==> config.mk <==
export PLATFORM = sky130hd
export DESIGN_NAME = sm83_eight_bit_alu_core_flat
export DESIGN_NICKNAME = d
export VERILOG_FILES = /design/src/hdl/sm83alu_pkg.sv /design/src/hdl/sm83alu_if.sv /design/src/hdl/sm83alu_cb.sv /design/src/hdl/sm83alu_exec.sv /design/src/hdl/sm83_eight_bit_alu_core.sv /design/src/flat_wrapper.sv
export SDC_FILE = /design/constraint.sdc
export NUM_CORES = 1
export LEC_CHECK = 0
export ABC_AREA = 1
export BUFFER_PORTS_ARGS = -buffer_cell sky130_fd_sc_hd__buf_2
export CAP_MARGIN = 10
export CORE_ASPECT_RATIO = 1.75
export CORE_MARGIN = 4
export CORE_UTILIZATION = 38
export CTS_BUF_LIST = sky130_fd_sc_hd__clkbuf_2
export CTS_CLUSTER_DIAMETER = 150
export CTS_CLUSTER_SIZE = 16
export DETAILED_ROUTE_END_ITERATION = 8
export SLEW_MARGIN = 20
export SYNTH_ARGS = -nofsm -noshare
export SYNTH_HDL_FRONTEND = slang
export SYNTH_SLANG_ARGS = --single-unit
==> constraint.sdc <==
create_clock -name clk -period 3.7 [get_ports clk]
set_input_delay 0.37 -clock clk [delete_from_list [all_inputs] [get_ports clk]]
set_output_delay 0.37 -clock clk [all_outputs]
set_load 0.02 [all_outputs]
==> src/hdl/sm83alu_pkg.sv <==
// Shared types and constants of the SM83-style eight-bit ALU.
// Operation codes, CB group decode, flag bit positions, item and result records.
// No dependencies; compile first.
package sm83alu_pkg;

    localparam int unsigned OP_W   = 5;
    localparam int unsigned DATA_W = 8;
    localparam int unsigned FLAG_W = 4;

    // Flag bit positions inside a flag nibble
    localparam int unsigned FLAG_Z = 3;
    localparam int unsigned FLAG_N = 2;
    localparam int unsigned FLAG_H = 1;
    localparam int unsigned FLAG_C = 0;

    // Decimal adjust constants
    localparam logic [DATA_W-1:0] DAA_LOW_ADJ    = 8'h06;
    localparam logic [DATA_W-1:0] DAA_HIGH_ADJ   = 8'h60;
    localparam logic [DATA_W-1:0] DAA_HIGH_LIMIT = 8'h99;
    localparam logic [3:0]        DAA_DIGIT_MAX  = 4'h9;

    typedef enum logic [OP_W-1:0] {
        OP_ADD  = 5'd0,
        OP_ADC  = 5'd1,
        OP_SUB  = 5'd2,
        OP_SBC  = 5'd3,
        OP_AND  = 5'd4,
        OP_XOR  = 5'd5,
        OP_OR   = 5'd6,
        OP_CP   = 5'd7,
        OP_INC  = 5'd8,
        OP_DEC  = 5'd9,
        OP_RLCA = 5'd10,
        OP_RRCA = 5'd11,
        OP_RLA  = 5'd12,
        OP_RRA  = 5'd13,
        OP_DAA  = 5'd14,
        OP_CPL  = 5'd15,
        OP_SCF  = 5'd16,
        OP_CCF  = 5'd17,
        OP_CB   = 5'd18
    } alu_op_t;

    // CB byte bits 7:6
    typedef enum logic [1:0] {
        CB_GRP_SHIFT = 2'd0,
        CB_GRP_BIT   = 2'd1,
        CB_GRP_RES   = 2'd2,
        CB_GRP_SET   = 2'd3
    } cb_group_t;

    // CB byte bits 5:3 inside the shift group
    typedef enum logic [2:0] {
        CB_RLC  = 3'd0,
        CB_RRC  = 3'd1,
        CB_RL   = 3'd2,
        CB_RR   = 3'd3,
        CB_SLA  = 3'd4,
        CB_SRA  = 3'd5,
        CB_SWAP = 3'd6,
        CB_SRL  = 3'd7
    } cb_shift_t;

    typedef struct packed {
        logic [OP_W-1:0]   op;
        logic [DATA_W-1:0] operand_a;
        logic [DATA_W-1:0] operand_b;
        logic [FLAG_W-1:0] flags_in;
    } alu_item_t;

    typedef struct packed {
        logic [DATA_W-1:0] result;
        logic [FLAG_W-1:0] flags_out;
        logic              write_result;
    } alu_res_t;

    function automatic logic [FLAG_W-1:0] mk_flags(logic z, logic n, logic h, logic c);
        logic [FLAG_W-1:0] f;
        f         = '0;
        f[FLAG_Z] = z;
        f[FLAG_N] = n;
        f[FLAG_H] = h;
        f[FLAG_C] = c;
        return f;
    endfunction

endpackage

==> src/hdl/sm83alu_if.sv <==
// Valid/ready channel interfaces of the SM83-style ALU: operation in, result out.
// Depends on sm83alu_pkg for field widths.
interface sm83alu_in_if;
    import sm83alu_pkg::*;

    logic              valid;
    logic              ready;
    logic [OP_W-1:0]   op;
    logic [DATA_W-1:0] operand_a;
    logic [DATA_W-1:0] operand_b;
    logic [FLAG_W-1:0] flags_in;

    modport source (output valid, output op, output operand_a, output operand_b,
                    output flags_in, input ready);
    modport sink   (input valid, input op, input operand_a, input operand_b,
                    input flags_in, output ready);
endinterface

interface sm83alu_out_if;
    import sm83alu_pkg::*;

    logic              valid;
    logic              ready;
    logic [DATA_W-1:0] result;
    logic [FLAG_W-1:0] flags_out;
    logic              write_result;

    modport source (output valid, output result, output flags_out, output write_result,
                    input ready);
    modport sink   (input valid, input result, input flags_out, input write_result,
                    output ready);
endinterface

==> src/hdl/sm83alu_cb.sv <==
// CB-prefixed group: rotates, shifts, SWAP, BIT, RES and SET, decoded from the raw CB byte.
// Purely combinational; depends on sm83alu_pkg.
module sm83alu_cb (
    input  logic [sm83alu_pkg::DATA_W-1:0] value,
    input  logic [sm83alu_pkg::DATA_W-1:0] code,
    input  logic [sm83alu_pkg::FLAG_W-1:0] flags_in,
    output sm83alu_pkg::alu_res_t          res
);
    import sm83alu_pkg::*;

    logic [2:0]        bit_sel;
    logic [DATA_W-1:0] bit_mask;
    logic [DATA_W-1:0] shift_val;
    logic              shift_c;
    logic              cin;

    assign bit_sel  = code[5:3];
    assign bit_mask = {{(DATA_W-1){1'b0}}, 1'b1} << bit_sel;
    assign cin      = flags_in[FLAG_C];

    always_comb
    begin
        case (code[5:3])
            CB_RLC:  begin shift_val = {value[6:0], value[7]};      shift_c = value[7]; end
            CB_RRC:  begin shift_val = {value[0], value[7:1]};      shift_c = value[0]; end
            CB_RL:   begin shift_val = {value[6:0], cin};           shift_c = value[7]; end
            CB_RR:   begin shift_val = {cin, value[7:1]};           shift_c = value[0]; end
            CB_SLA:  begin shift_val = {value[6:0], 1'b0};          shift_c = value[7]; end
            CB_SRA:  begin shift_val = {value[7], value[7:1]};      shift_c = value[0]; end
            CB_SWAP: begin shift_val = {value[3:0], value[7:4]};    shift_c = 1'b0;     end
            CB_SRL:  begin shift_val = {1'b0, value[7:1]};          shift_c = value[0]; end
            default: begin shift_val = value;                       shift_c = 1'b0;     end
        endcase
    end

    always_comb
    begin
        res.result       = value;
        res.flags_out    = flags_in;
        res.write_result = 1'b1;
        case (code[7:6])
            CB_GRP_SHIFT:
            begin
                res.result    = shift_val;
                res.flags_out = mk_flags(shift_val == '0, 1'b0, 1'b0, shift_c);
            end
            CB_GRP_BIT:
            begin
                // test only: target untouched, carry kept
                res.write_result = 1'b0;
                res.flags_out    = mk_flags(!value[bit_sel], 1'b0, 1'b1, cin);
            end
            CB_GRP_RES: res.result = value & ~bit_mask;
            CB_GRP_SET: res.result = value | bit_mask;
            default:    res.result = value;
        endcase
    end

endmodule

==> src/hdl/sm83alu_exec.sv <==
// Single-pass execute logic of the SM83-style ALU: arithmetic, logic, rotates, DAA, flag ops.
// Purely combinational; depends on sm83alu_pkg and sm83alu_cb.
module sm83alu_exec (
    input  sm83alu_pkg::alu_item_t item,
    output sm83alu_pkg::alu_res_t  res
);
    import sm83alu_pkg::*;

    logic [DATA_W-1:0] a;
    logic [DATA_W-1:0] b;
    logic [FLAG_W-1:0] fl;
    logic              cin;
    logic              carry_use;
    logic [DATA_W:0]   add_sum;
    logic [4:0]        add_half;
    logic [DATA_W:0]   sub_diff;
    logic [4:0]        sub_half;
    logic [DATA_W-1:0] inc_val;
    logic [DATA_W-1:0] dec_val;
    logic              daa_sub;
    logic              daa_lo;
    logic              daa_hi;
    logic [DATA_W-1:0] daa_adj;
    logic [DATA_W-1:0] daa_val;
    alu_res_t          cb_res;

    assign a   = item.operand_a;
    assign b   = item.operand_b;
    assign fl  = item.flags_in;
    assign cin = fl[FLAG_C];

    assign carry_use = ((item.op == OP_ADC) || (item.op == OP_SBC)) ? cin : 1'b0;

    assign add_sum  = {1'b0, a} + {1'b0, b} + {{DATA_W{1'b0}}, carry_use};
    assign add_half = {1'b0, a[3:0]} + {1'b0, b[3:0]} + {4'b0, carry_use};
    // bit 8 / bit 4 of the difference is the borrow
    assign sub_diff = {1'b0, a} - {1'b0, b} - {{DATA_W{1'b0}}, carry_use};
    assign sub_half = {1'b0, a[3:0]} - {1'b0, b[3:0]} - {4'b0, carry_use};

    assign inc_val = a + 8'd1;
    assign dec_val = a - 8'd1;

    // both decimal tests look at the accumulator before adjustment
    assign daa_sub = fl[FLAG_N];
    assign daa_lo  = fl[FLAG_H] || (!daa_sub && (a[3:0] > DAA_DIGIT_MAX));
    assign daa_hi  = cin || (!daa_sub && (a > DAA_HIGH_LIMIT));
    assign daa_adj = (daa_lo ? DAA_LOW_ADJ : '0) | (daa_hi ? DAA_HIGH_ADJ : '0);
    assign daa_val = daa_sub ? (a - daa_adj) : (a + daa_adj);

    sm83alu_cb u_cb (
        .value    (a),
        .code     (b),
        .flags_in (fl),
        .res      (cb_res)
    );

    always_comb
    begin
        res.result       = a;
        res.flags_out    = fl;
        res.write_result = 1'b1;
        case (item.op)
            OP_ADD, OP_ADC:
            begin
                res.result    = add_sum[DATA_W-1:0];
                res.flags_out = mk_flags(add_sum[DATA_W-1:0] == '0, 1'b0,
                                         add_half[4], add_sum[DATA_W]);
            end
            OP_SUB, OP_SBC:
            begin
                res.result    = sub_diff[DATA_W-1:0];
                res.flags_out = mk_flags(sub_diff[DATA_W-1:0] == '0, 1'b1,
                                         sub_half[4], sub_diff[DATA_W]);
            end
            OP_CP:
            begin
                res.write_result = 1'b0;
                res.flags_out    = mk_flags(sub_diff[DATA_W-1:0] == '0, 1'b1,
                                            sub_half[4], sub_diff[DATA_W]);
            end
            OP_AND:
            begin
                res.result    = a & b;
                res.flags_out = mk_flags((a & b) == '0, 1'b0, 1'b1, 1'b0);
            end
            OP_XOR:
            begin
                res.result    = a ^ b;
                res.flags_out = mk_flags((a ^ b) == '0, 1'b0, 1'b0, 1'b0);
            end
            OP_OR:
            begin
                res.result    = a | b;
                res.flags_out = mk_flags((a | b) == '0, 1'b0, 1'b0, 1'b0);
            end
            OP_INC:
            begin
                res.result    = inc_val;
                res.flags_out = mk_flags(inc_val == '0, 1'b0, inc_val[3:0] == 4'h0, cin);
            end
            OP_DEC:
            begin
                res.result    = dec_val;
                res.flags_out = mk_flags(dec_val == '0, 1'b1, dec_val[3:0] == 4'hF, cin);
            end
            OP_RLCA:
            begin
                res.result    = {a[6:0], a[7]};
                res.flags_out = mk_flags(1'b0, 1'b0, 1'b0, a[7]);
            end
            OP_RRCA:
            begin
                res.result    = {a[0], a[7:1]};
                res.flags_out = mk_flags(1'b0, 1'b0, 1'b0, a[0]);
            end
            OP_RLA:
            begin
                res.result    = {a[6:0], cin};
                res.flags_out = mk_flags(1'b0, 1'b0, 1'b0, a[7]);
            end
            OP_RRA:
            begin
                res.result    = {cin, a[7:1]};
                res.flags_out = mk_flags(1'b0, 1'b0, 1'b0, a[0]);
            end
            OP_DAA:
            begin
                res.result    = daa_val;
                res.flags_out = mk_flags(daa_val == '0, daa_sub, 1'b0, daa_hi);
            end
            OP_CPL:
            begin
                res.result    = ~a;
                res.flags_out = mk_flags(fl[FLAG_Z], 1'b1, 1'b1, cin);
            end
            OP_SCF:
            begin
                res.write_result = 1'b0;
                res.flags_out    = mk_flags(fl[FLAG_Z], 1'b0, 1'b0, 1'b1);
            end
            OP_CCF:
            begin
                res.write_result = 1'b0;
                res.flags_out    = mk_flags(fl[FLAG_Z], 1'b0, 1'b0, !cin);
            end
            OP_CB:   res = cb_res;
            // unassigned codes: no operation, nothing written
            default: res.write_result = 1'b0;
        endcase
    end

endmodule

==> src/hdl/sm83_eight_bit_alu_core.sv <==
// Top level of the SM83-style eight-bit ALU with the CB-prefixed group.
// Depends on sm83alu_pkg, the channel interfaces, sm83alu_exec and sm83alu_cb.
//
// Each transfer on req carries an operation code, two operand bytes and the current Z/N/H/C
// flags; exactly one transfer on rsp follows with the computed byte, the new flags and a
// write-back strobe (low for CP, BIT, SCF, CCF and unassigned codes, where the byte returns
// operand_a unchanged). The block keeps no architectural state: flags travel with each item,
// so consecutive items are independent. The datapath is an input register, one pass of
// combinational execute logic and a result register. Throughput is one item per clock while
// rsp is not stalled; an item is registered in the input stage, then in the result register,
// which drives rsp.valid. req.ready stays high as long as the input stage is empty or the
// result register is empty or being drained, so a stalled consumer holds at most two items
// in flight before req.ready drops.
module sm83_eight_bit_alu_core (
    input  logic                clk,
    input  logic                rst_n,
    sm83alu_in_if.sink          req,
    sm83alu_out_if.source       rsp
);
    import sm83alu_pkg::*;

    logic      in_valid_reg;
    logic      in_valid_next;
    alu_item_t in_item_reg;
    logic      out_valid_reg;
    logic      out_valid_next;
    alu_res_t  out_res_reg;
    alu_res_t  exec_res;
    logic      out_free;
    logic      in_move;
    logic      in_xfer;

    // Result register can take a new value when empty or when its value transfers now
    assign out_free = !out_valid_reg || rsp.ready;
    // Advance the input stage into the result register
    assign in_move  = in_valid_reg && out_free;
    assign req.ready = !in_valid_reg || out_free;
    assign in_xfer   = req.valid && req.ready;

    always_comb
    begin
        in_valid_next = in_valid_reg;
        if (in_xfer)
        begin
            in_valid_next = 1'b1;
        end
        else if (in_move)
        begin
            in_valid_next = 1'b0;
        end
    end

    always_comb
    begin
        out_valid_next = out_valid_reg;
        if (in_move)
        begin
            out_valid_next = 1'b1;
        end
        else if (rsp.ready)
        begin
            out_valid_next = 1'b0;
        end
    end

    always_ff @(posedge clk or negedge rst_n)
    begin
        if (!rst_n)
        begin
            in_valid_reg  <= 1'b0;
            out_valid_reg <= 1'b0;
        end
        else
        begin
            in_valid_reg  <= in_valid_next;
            out_valid_reg <= out_valid_next;
        end
    end

    // Payload registers: the input loads on a req transfer, the result on an advance; both hold otherwise
    always_ff @(posedge clk)
    begin
        if (in_xfer)
        begin
            in_item_reg.op        <= req.op;
            in_item_reg.operand_a <= req.operand_a;
            in_item_reg.operand_b <= req.operand_b;
            in_item_reg.flags_in  <= req.flags_in;
        end
        if (in_move)
        begin
            out_res_reg <= exec_res;
        end
    end

    sm83alu_exec u_exec (
        .item (in_item_reg),
        .res  (exec_res)
    );

    assign rsp.valid        = out_valid_reg;
    assign rsp.result       = out_res_reg.result;
    assign rsp.flags_out    = out_res_reg.flags_out;
    assign rsp.write_result = out_res_reg.write_result;

    // An accepted item always lands in the input stage
    a_xfer_fills_input: assert property (@(posedge clk) disable iff (!rst_n)
        in_xfer |=> in_valid_reg)
        else $error("accepted item not held in input stage");

    // An item leaving the input stage shows up as a valid result
    a_move_fills_output: assert property (@(posedge clk) disable iff (!rst_n)
        in_move |=> rsp.valid)
        else $error("advanced item lost before result register");

    // Both stages full and output stalled: no new item may enter
    a_full_blocks_input: assert property (@(posedge clk) disable iff (!rst_n)
        (in_valid_reg && out_valid_reg && !rsp.ready) |-> !req.ready)
        else $error("input accepted while pipeline full");

    // A stalled input stage keeps its item
    a_input_holds: assert property (@(posedge clk) disable iff (!rst_n)
        (in_valid_reg && !out_free) |=> (in_valid_reg && $stable(in_item_reg)))
        else $error("input stage changed while stalled");

endmodule

==> src/flat_wrapper.sv <==
// flat-port wrapper written by rule: the top's interface ports become plain ports
module sm83_eight_bit_alu_core_flat import sm83alu_pkg::*;
  (clk, rst_n, req_valid, req_op, req_operand_a, req_operand_b, req_flags_in, req_ready, rsp_valid, rsp_result, rsp_flags_out, rsp_write_result, rsp_ready);
  sm83alu_in_if req_i ();
  sm83alu_out_if rsp_i ();
  input  logic clk;
  input  logic rst_n;
  input wire logic [$bits(req_i.valid)-1:0] req_valid;
  input wire logic [$bits(req_i.op)-1:0] req_op;
  input wire logic [$bits(req_i.operand_a)-1:0] req_operand_a;
  input wire logic [$bits(req_i.operand_b)-1:0] req_operand_b;
  input wire logic [$bits(req_i.flags_in)-1:0] req_flags_in;
  output wire logic [$bits(req_i.ready)-1:0] req_ready;
  output wire logic [$bits(rsp_i.valid)-1:0] rsp_valid;
  output wire logic [$bits(rsp_i.result)-1:0] rsp_result;
  output wire logic [$bits(rsp_i.flags_out)-1:0] rsp_flags_out;
  output wire logic [$bits(rsp_i.write_result)-1:0] rsp_write_result;
  input wire logic [$bits(rsp_i.ready)-1:0] rsp_ready;
  assign req_i.valid = req_valid;
  assign req_i.op = req_op;
  assign req_i.operand_a = req_operand_a;
  assign req_i.operand_b = req_operand_b;
  assign req_i.flags_in = req_flags_in;
  assign req_ready = req_i.ready;
  assign rsp_valid = rsp_i.valid;
  assign rsp_result = rsp_i.result;
  assign rsp_flags_out = rsp_i.flags_out;
  assign rsp_write_result = rsp_i.write_result;
  assign rsp_i.ready = rsp_ready;
  sm83_eight_bit_alu_core u_core (.clk(clk), .rst_n(rst_n), .req(req_i), .rsp(rsp_i));
endmodule
==> results.sh, run 1 <==
export IMPL_drtIter0Drc=405
export IMPL_io_pins=44
export IMPL_path_class="register to register"
export IMPL_post_route_period_util=0.863
export IMPL_worst_pin_slew_ps=615
export IMPL_period_minus_slack_ps=3190
export IMPL_synth_edff_count=38
export IMPL_synth_lib_cells_used_distinct=45
export IMPL_grt_pass1_vias=5603
export IMPL_io_buffers=43
export IMPL_status="complete, no violations"
export IMPL_maxSlewViolCount=0
export IMPL_largest_reg_flops=25
export IMPL_hold_path_class="primary input to register"
export IMPL_final_hold_violation_count=0
export IMPL_grtUsageTotal=0.262
export IMPL_worst_setup_path_start_kind="register"
export IMPL_whs_ps=41.0
export IMPL_core_region_area_sq_um=13000
export IMPL_dieArea_sq_um=15300
export IMPL_die_h_um=161
export IMPL_clockRootBuffer="clkbuf_2"
export IMPL_clock_path_buffers=2
export IMPL_clock_sinks=40
export IMPL_arrival_ps=3480
export IMPL_fin_skew_ps=40.7
export IMPL_ys_flop_type="edfxtp_1"
export IMPL_end_kind="register"
export IMPL_insertion_delay_ps=470
export IMPL_powerDensity_nw_per_um2=301
export IMPL_syn_num_nets=865
export IMPL_cts_tree="yes"
export IMPL_ys_warnings_count=0
export IMPL_drc=0
export IMPL_die_x_um=95.3
export IMPL_gp_congestion=0.988
export IMPL_clock_fmax_mhz=313
export IMPL_grt_pass1_wl_um=30300
export IMPL_std_cell_rows=55
export IMPL_drive_gt1_frac=0.148
export IMPL_cts_resized=0
export IMPL_ant_nets=0
export IMPL_seqCellArea_sq_um=1190
export IMPL_setup_tns_ps=0
export IMPL_final_cell_mix="nand2_1, nor2_1, inv_1"
export IMPL_post_drt_wl_per_cell_um=19.2
export IMPL_grt_setup_unrepaired="no"
export IMPL_final_common_cell="nand2_1"
export IMPL_relSlewSlack=0.590
export IMPL_power_leakage_nw=2.77
export IMPL_area_growth_syn_to_layout_pct=11.7
export IMPL_vias_per_cell=5.51
export IMPL_initial_core_util=0.390
export IMPL_synthCells=788
export IMPL_postCtsHoldBufs=1
export IMPL_cts_buffers_inserted=5
export IMPL_overflow=0
export IMPL_path_clk_slew_ps=280
export IMPL_grt_max_degree=26
export IMPL_nFillCells=1413
export IMPL_syn_avg_cell_area_sq_um=6.43
export IMPL_setup_violations=0
export IMPL_multi_input_area_sq_um=3390
export IMPL_firstDrtPassIters=5
export IMPL_peakVddDrop_v=0.000131
export IMPL_cts_setup_buffers=0
export IMPL_drt_wl_total_um=19500
export IMPL_synth_seq_cells=40
export IMPL_crit_required_ps=3990
export IMPL_drv_cap=0
export IMPL_fin_nets=921
export IMPL_cts_htree_levels=2
export IMPL_r2r_slack_ps=510
export IMPL_vias=5599
export IMPL_antenna_found_initial=1
export IMPL_ys_seq_area_frac=0.235
export IMPL_dp_hpwl_um=15900
export IMPL_synth_area_sq_um=5070
export IMPL_cp_max_fo=6
export IMPL_async_reset_ff_frac=0.0500
-- cells in the mapped netlist, types with 3 or more instances --
| cell type | n | area share |
|---|---|---|
| fa_1 | 4 | 0.016 |
| nand3b_1 | 5 | 0.0074 |
| o21ai_1 | 8 | 0.0079 |
| edfxtp_1 | 38 | 0.23 |
| nand4_1 | 33 | 0.041 |
| or2_2 | 3 | 0.0037 |
| o211ai_1 | 8 | 0.012 |
| nor3_1 | 6 | 0.0059 |
| a211oi_1 | 3 | 0.0044 |
| nor2_4 | 6 | 0.013 |
| a31oi_1 | 3 | 0.0037 |
| ha_1 | 44 | 0.11 |
| buf_2 | 14 | 0.014 |
| nor2_1 | 91 | 0.067 |
| inv_1 | 80 | 0.059 |
| xor2_1 | 7 | 0.012 |
| nor4_1 | 4 | 0.0049 |
| o22ai_1 | 22 | 0.027 |
| nand3_1 | 71 | 0.070 |
| inv_2 | 24 | 0.018 |
| nand2_1 | 218 | 0.16 |
| o21ai_0 | 30 | 0.030 |
| nor2_2 | 6 | 0.0074 |
| clkinv_1 | 4 | 0.0030 |
| a21oi_1 | 23 | 0.023 |
| nand2_2 | 8 | 0.0099 |
-- critical path: stages, from the launching register on --
cell	delay, ps
edfxtp_1	520
inv_1	110
ha_1	210
nand2_1	80
nand2_1	80
inv_1	50
a31oi_1	250
inv_1	130
ha_1	290
nand2_1	60
nand2_1	60
ha_1	350
nand2_1	90
o21a_1	200
nand3b_1	80
nand2_1	90
nand3_1	90
nand3_1	90
nor2_1	130
nand2_1	50
-- final timing paths --
path	startpoint	endpoint	cells after the start
worst max register to register	u_core.in_item_reg[12]	u_core.rsp.flags_out[3]	19
max in group asynchronous	rst_n	u_core.in_valid_reg	2
worst min-delay path	req_op[1]	u_core.in_item_reg[21]	1
min in group asynchronous	rst_n	u_core.rsp.valid	2
worst max-delay path	u_core.in_item_reg[12]	u_core.rsp.flags_out[3]	19
worst min register to register	u_core.in_valid_reg	u_core.rsp.valid	2
-- report_power, final --
| part | internal (mW) | switching, mW |
|---|---|---|
| logic | 0.259 | 0.543 |
| registers | 0.554 | 0.0452 |
| clock network | 0.116 | 0.185 |
-- kinds of logic after synthesis --
logic type / Yosys count / share of synthesized area
adders and majority gates: 48 / 0.124
buffers and inverters: 125 / 0.0967
AOI/OAI and AO/OA: 110 / 0.128
and+or+nand+nor: 457 / 0.402
xor gates and xnor gates: 8 / 0.0138
DFF: 40 / 0.235
-- per-layer routing --
layer | vias up | track usage | share of wire | wire length, um
met5 | - | 0 | 0 | 0
met4 | 0 | 0.190 | 0.078 | 1520
met3 | 86 | 0.0342 | 0.054 | 1050
met2 | 242 | 0.467 | 0.52 | 10100
met1 | 2515 | 0.271 | 0.35 | 6830
li1 | 2756 | - | - | -
-- through the flow --
stage,std cells,setup WS [ps],instance area [sq um],total power [mW],utilization
after floorplan,788,357,5070,1.13,-
after global placement,1007,561,5580,1.40,0.429
after detailed placement,1007,517,5580,1.40,0.429
after CTS,1016,502,5660,1.70,0.435
after global routing,1017,147,5660,1.82,0.435
final,1017,505,5660,1.70,0.435
-- layout make-up --
class / instances / share of cell area
multi-input cells: 623 / 0.598
flip-flops and latches: 40 / 0.210
inverters: 108 / 0.0716
repair buffers: 66 / 0.0689
well taps: 171 / 0.0378
clock inverters: 3 / 0.00817
clock buffers: 5 / 0.00442
diodes: 1 / 0.000442
No activity file was read; power rests on OpenSTA's default activity.
==> inputs of run 2 (changes only) <==
--- a/config.mk
+++ b/config.mk
@@ -18,4 +18,5 @@
 export SLEW_MARGIN = 20
 export SYNTH_ARGS = -nofsm -noshare
 export SYNTH_HDL_FRONTEND = slang
+export SYNTH_HIERARCHICAL = 1
 export SYNTH_SLANG_ARGS = --single-unit
==> run 2 against run 1 <==
Compared with the run above: final area up 1.3%; setup slack lost 79 ps; non-clock buffer count grew 1; global-route usage increased by 0.50 points; via count increased by 3.6%; sequential power decreased by 3%; clock power fell by 29%; critical endpoint is now u_core/rsp.flags_out[3].
==> results.sh, run 2 <==
export IMPL_path_clk_slew_ps=250
export IMPL_setup_worst_path_start="u_core/in_item_reg[13]"
export IMPL_async_reset_ff_frac=0.0500
export IMPL_end_kind="register"
export IMPL_synth_fa_ha_area_frac=0.122
export IMPL_cp_max_fo=5
export IMPL_drive_gt1_frac=0.138
export IMPL_vias_per_cell=5.54
export IMPL_period_minus_slack_ps=3270
export IMPL_post_drt_wl_per_cell_um=19.3
export IMPL_min_from="req_operand_b[5]"
export IMPL_r2r_start="u_core/in_item_reg[13]"
export IMPL_clock_path_buffers=2
export IMPL_synth_simple_area_share=0.408
export IMPL_antenna_found_initial=1
export IMPL_synth_top_area_frac=0.220
export IMPL_area_growth_syn_to_layout_pct=10.8
export IMPL_drtIter0Drc=499
export IMPL_ys_warnings_count=6
export IMPL_insertion_delay_ps=460
export IMPL_synthCells=816
export IMPL_synth_top_area_cell="edfxtp_1"
export IMPL_critPathBufInv=3
export IMPL_post_place_ws_ps=419
export IMPL_final_hold_violation_count=0
export IMPL_synth_seq_cells=40
export IMPL_io_buffers=43
export IMPL_die_h_um=162
export IMPL_status="complete, no violations"
export IMPL_drt_wl_total_um=20200
export IMPL_core_region_area_sq_um=13400
export IMPL_nFillCells=1471
export IMPL_maxSlewViolCount=0
export IMPL_worst_setup_path_start_kind="register"
export IMPL_gp_congestion=1.11
export IMPL_synth_edff_count=38
export IMPL_power_leakage_nw=2.86
export IMPL_post_synth_top_count_cell="nand2_1"
export IMPL_synth_compound_area_frac=0.117
export IMPL_ys_seq_area_frac=0.230
export IMPL_grt_pass1_wl_um=30700
export IMPL_critPathMaxStageDelay_ps=440
export IMPL_syn_num_nets=893
export IMPL_vias=5798
export IMPL_cts_buffers_inserted=5
export IMPL_powerDensity_nw_per_um2=262
export IMPL_grt_pass1_vias=5688
export IMPL_clock_fmax_mhz=306
export IMPL_drc=0
export IMPL_firstDrtPassIters=5
export IMPL_fin_nets=948
export IMPL_ys_flop_type="edfxtp_1"
export IMPL_fin_skew_ps=40.0
export IMPL_cts_resized=0
export IMPL_synth_lib_cells_used_distinct=46
export IMPL_crit_required_ps=3950
export IMPL_clockRootBuffer="clkbuf_2"
export IMPL_grt_max_degree=26
export IMPL_worst_pin_slew_ps=927
export IMPL_dp_hpwl_um=16300
export IMPL_ys_top_cells_by_count="nand2_1, inv_1, nand3_1"
export IMPL_crit_slowest_cell="edfxtp_1"
export IMPL_crit_top_cell="nand2_1"
export IMPL_largest_reg_flops=25
export IMPL_finalPower_mw=1.50
export IMPL_relSlewSlack=0.381
export IMPL_overflow=0
export IMPL_cts_tree="yes"
export IMPL_setup_ws_ps=427
export IMPL_synth_xor_area_frac=0.0118
export IMPL_grt_setup_unrepaired="no"
export IMPL_initial_core_util=0.387
export IMPL_path_class="register to register"
export IMPL_post_route_period_util=0.885
export IMPL_grtUsageTotal=0.267
export IMPL_muxShareOfSynthArea=0
export IMPL_io_pins=44
export IMPL_synth_area_sq_um=5180
export IMPL_die_x_um=96.2
export IMPL_dieArea_sq_um=15600
export IMPL_setup_violations=0
export IMPL_syn_avg_cell_area_sq_um=6.34
export IMPL_peakVddDrop_v=0.000162
export IMPL_ant_nets=0
export IMPL_setup_tns_ps=0
export IMPL_std_cell_rows=56
export IMPL_hold_path_class="primary input to register"
export IMPL_final_cell_mix="nand2_1, inv_1, nand3_1"
export IMPL_clock_sinks=40
export IMPL_cts_htree_levels=2
export IMPL_final_common_cell="nand2_1"
export IMPL_cts_setup_buffers=0
export IMPL_crit_chain="inv_1 > ha_1 > nand2_1 > nand2_1 > nor2_1 > a21oi_1 > inv_1 > ha_1 > nand2_1 > nand2_1 > ha_1 > nand2_1 > inv_1 > a21oi_1 > nand2_1 > nand2_1 > nand2_1 > nand2_1 > nor2_1 > nor2_1 > nand3_1"
export IMPL_crit_family="simple AND/OR/NAND/NOR gates"
export IMPL_arrival_ps=3530
export IMPL_synth_area_leaders="edfxtp_1, nand2_1, ha_1, nand3_1, inv_1"
export IMPL_synth_top_family_by_area="simple AND/OR/NAND/NOR gates"
export IMPL_drv_cap=0
==> run 2: changes by cell type after synthesis, sizes merged, moves of 9 or more <==
cell    change
nand3      +14
o211ai      +9
nor2       -10
o21ai      -17
nand2      +31
inv        +20
nand4      -12
o22ai      -11
==> run 2: worst reg2reg max path, cell delays in order, from the launching register on <==
cell	delay (ps)
edfxtp_1	440
inv_1	240
ha_1	230
nand2_1	130
nand2_1	110
nor2_1	60
a21oi_1	210
inv_1	120
ha_1	280
nand2_1	60
nand2_1	60
ha_1	330
nand2_1	100
inv_1	40
a21oi_1	180
nand2_1	80
nand2_1	70
nand2_1	50
nand2_1	60
nor2_1	40
nor2_1	100
nand3_1	80
==> run 2: power by group <==
group	total, mW	switching, mW	internal [mW]
logic	0.706	0.478	0.228
clock network	0.213	0.169	0.0435
registers	0.582	0.0370	0.545
==> run 2: path summary, 6_finish.rpt <==
check                                           to  slack (ps)  depth (start not counted)
max                        u_core/rsp.flags_out[3]         430                         21
min                          u_core/in_item_reg[9]          50                          1
max reg2reg                u_core/rsp.flags_out[3]         430                         21
min reg2reg                       u_core/rsp.valid         540                          2
max in group asynchronous      u_core/in_valid_reg        3400                          2
min in group asynchronous         u_core/rsp.valid         210                          2
==> run 2: metal layers <==
metal  GRT usage  routed length [um]  vias up
met4       0.264                2320        0
met5           0                   0        -
met2       0.449                9960      284
met1       0.264                6880     2601
met3      0.0448                1060      110
li1            -                   -     2803
==> run 2: through the flow <==
stage               utilization  std cells  hold WS, ps  cell area (sq um)
floorplan                     -        816         74.4               5180
global placement          0.424       1037          157               5680
detailed placement        0.424       1037          158               5680
CTS                       0.428       1046         38.2               5730
global route              0.429       1047         6.04               5740
finish                    0.429       1047         54.3               5740
==> run 2: cells by family after synthesis <==
| family | Yosys count |
|---|---|
| AOI/OAI and AO/OA | 94 |
| xor gates and xnor gates | 7 |
| adders and majority gates | 48 |
| buffers and inverters | 144 |
| DFF | 40 |
| and+or+nand+nor | 483 |
==> run 2: area by class of cell <==
type,count,area [sq um],area share
clock buffers,5,25.0,0.00436
well taps,174,218,0.0380
flip-flops and latches,40,1190,0.208
inverters,125,472,0.0822
multi-input cells,632,3410,0.595
repair buffers,67,398,0.0694
diodes,1,2.50,0.000436
clock inverters,3,18.8,0.00327
==> run 2: what timing repair did <==
item	4_1_cts	5_1_grt
endpoints found under the hold margin	2	0
hold buffers	1	0
setup endpoints to repair	0	0
==> inputs of run 3 (changes only) <==
--- a/config.mk
+++ b/config.mk
@@ -15,6 +15,7 @@
 export CTS_CLUSTER_DIAMETER = 150
 export CTS_CLUSTER_SIZE = 16
 export DETAILED_ROUTE_END_ITERATION = 8
+export REMOVE_ABC_BUFFERS = 1
 export SLEW_MARGIN = 20
 export SYNTH_ARGS = -nofsm -noshare
 export SYNTH_HDL_FRONTEND = slang
==> run 3 against run 2 <==
Compared with the run above: wire length shrank 2.7%; setup slack gained 98 ps; clock power shrank 3%; clock skew shrank 17 ps; core utilization shrank 0.22 points; critical path depth shrank 4; critical path type unchanged; largest power group unchanged.
==> results.sh, run 3 (synthesis results as in run 2) <==
export IMPL_status="complete, no violations"
export IMPL_ant_nets=0
export IMPL_worst_setup_path_start_kind="register"
export IMPL_arrival_ps=3500
export IMPL_die_h_um=162
export IMPL_final_hold_violation_count=0
export IMPL_relSlewSlack=0.328
export IMPL_setup_tns_ps=0
export IMPL_dp_hpwl_um=15900
export IMPL_peakVddDrop_v=0.000168
export IMPL_maxSlewViolCount=0
export IMPL_gp_congestion=1.09
export IMPL_core_region_area_sq_um=13400
export IMPL_post_route_period_util=0.858
export IMPL_end_kind="register"
export IMPL_setup_ws_ps=525
export IMPL_drtIter0Drc=537
export IMPL_fin_skew_ps=23.2
export IMPL_clock_sinks=40
export IMPL_drc=0
export IMPL_cts_htree_levels=2
export IMPL_nFillCells=1507
export IMPL_initial_core_util=0.387
export IMPL_clockPowerShare=0.140
export IMPL_area_growth_syn_to_layout_pct=10.2
export IMPL_setup_violations=0
export IMPL_post_dp_cell_area_sq_um=5650
export IMPL_cp_max_fo=6
export IMPL_io_pins=44
export IMPL_power_leakage_nw=2.84
export IMPL_clock_path_buffers=2
export IMPL_largest_reg_flops=25
export IMPL_post_drt_wl_per_cell_um=18.9
export IMPL_final_cell_mix="nand2_1, inv_1, nand3_1"
export IMPL_path_class="register to register"
export IMPL_grtUsageTotal=0.267
export IMPL_drv_cap=0
export IMPL_final_common_cell="nand2_1"
export IMPL_switching_power_mw=0.672
export IMPL_p_seq_frac=0.391
export IMPL_clockRootBuffer="clkbuf_2"
export IMPL_drt_wl_total_um=19700
export IMPL_grt_pass1_vias=5815
export IMPL_powerDensity_nw_per_um2=260
export IMPL_io_buffers=43
export IMPL_insertion_delay_ps=440
export IMPL_vias=5793
export IMPL_intPower_mw=0.814
export IMPL_placed_cells=1033
export IMPL_cts_resized=0
export IMPL_instances_no_fill=1043
export IMPL_final_cell_area_sq_um=5710
export IMPL_fin_nets=944
export IMPL_firstDrtPassIters=5
export IMPL_cts_tree="yes"
export IMPL_period_minus_slack_ps=3180
export IMPL_drive_gt1_frac=0.134
export IMPL_grt_max_degree=26
export IMPL_dieArea_sq_um=15600
export IMPL_final_util=0.426
export IMPL_grt_pass1_wl_um=31100
export IMPL_std_cell_rows=56
export IMPL_post_place_ws_ps=539
export IMPL_path_clk_slew_ps=240
export IMPL_combinationalPowerShare=0.470
export IMPL_cts_buffers_inserted=5
export IMPL_clock_fmax_mhz=315
export IMPL_die_x_um=96.2
export IMPL_postCtsHoldBufs=1
export IMPL_grt_setup_unrepaired="no"
export IMPL_hold_path_class="primary input to register"
export IMPL_overflow=0
export IMPL_antenna_found_initial=1
export IMPL_switching_share=0.452
export IMPL_worst_pin_slew_ps=1010
export IMPL_cts_setup_buffers=0
export IMPL_crit_required_ps=4030
export IMPL_vias_per_cell=5.55
==> run 3: cell count changes in the layout (fill, tap and decap cells not counted) <==
cell,before,now
buf_4,23,19
==> run 3: power groups by stage <==
stage	clock network [mW]	logic, mW	registers, mW
after global routing	0.237	0.782	0.587
after CTS	0.221	0.687	0.581
after floorplan	0	0.425	0.622
final	0.207	0.698	0.580
after global placement	0	0.681	0.592
after detailed placement	0	0.684	0.591
==> run 3: stage by stage <==
step | power, mW | hold WS, ps
floorplan | 1.05 | 74.4
global placement | 1.27 | 156
detailed placement | 1.27 | 157
CTS | 1.49 | 44.9
global route | 1.61 | 33.0
finish | 1.49 | 75.0
==> run 3: area by class of cell <==
cell class | instances | area, sq um | area share
Multi-Input combinational cell | 632 | 3410 | 0.598
Sequential cell | 40 | 1190 | 0.209
Clock buffer | 5 | 25.0 | 0.00439
Timing Repair Buffer | 63 | 368 | 0.0645
Clock inverter | 3 | 18.8 | 0.00329
Inverter | 125 | 472 | 0.0827
Antenna cell | 1 | 2.50 | 0.000439
Tap cell | 174 | 218 | 0.0382
==> run 3: worst paths after layout <==
check / endpoint / start / depth (start not counted) / slack, ps
min in group asynchronous: u_core/rsp.valid / rst_n / 2 / 230
min reg2reg: u_core/rsp.valid / u_core/in_valid_reg / 2 / 540
min: u_core/in_item_reg[7] / req_operand_b[3] / 1 / 80
max: u_core/rsp.flags_out[3] / u_core/in_item_reg[23] / 17 / 520
max reg2reg: u_core/rsp.flags_out[3] / u_core/in_item_reg[23] / 17 / 520
max in group asynchronous: u_core/in_valid_reg / rst_n / 2 / 3380
==> run 3: routing by layer <==
metal,routed length [um],GRT usage,vias up
met5,0,0,-
met4,1850,0.214,0
met3,966,0.0301,90
met2,10200,0.476,257
met1,6670,0.271,2650
li1,-,-,2796
==> run 3: worst max-delay path, stage by stage, from the launching register on <==
cell and delay [ps]:
edfxtp_1 500, nor2_2 260, inv_1 80, nor3_1 130, nand2_1 110, fa_1 440
fa_1 440, nand2_1 80, inv_1 40, nor2_1 170, nand3_1 100, nor2_1 170
nand3_1 170, nor2_1 140, nand2_1 70, nand2_1 80, nor2_1 40, nand3_1 50
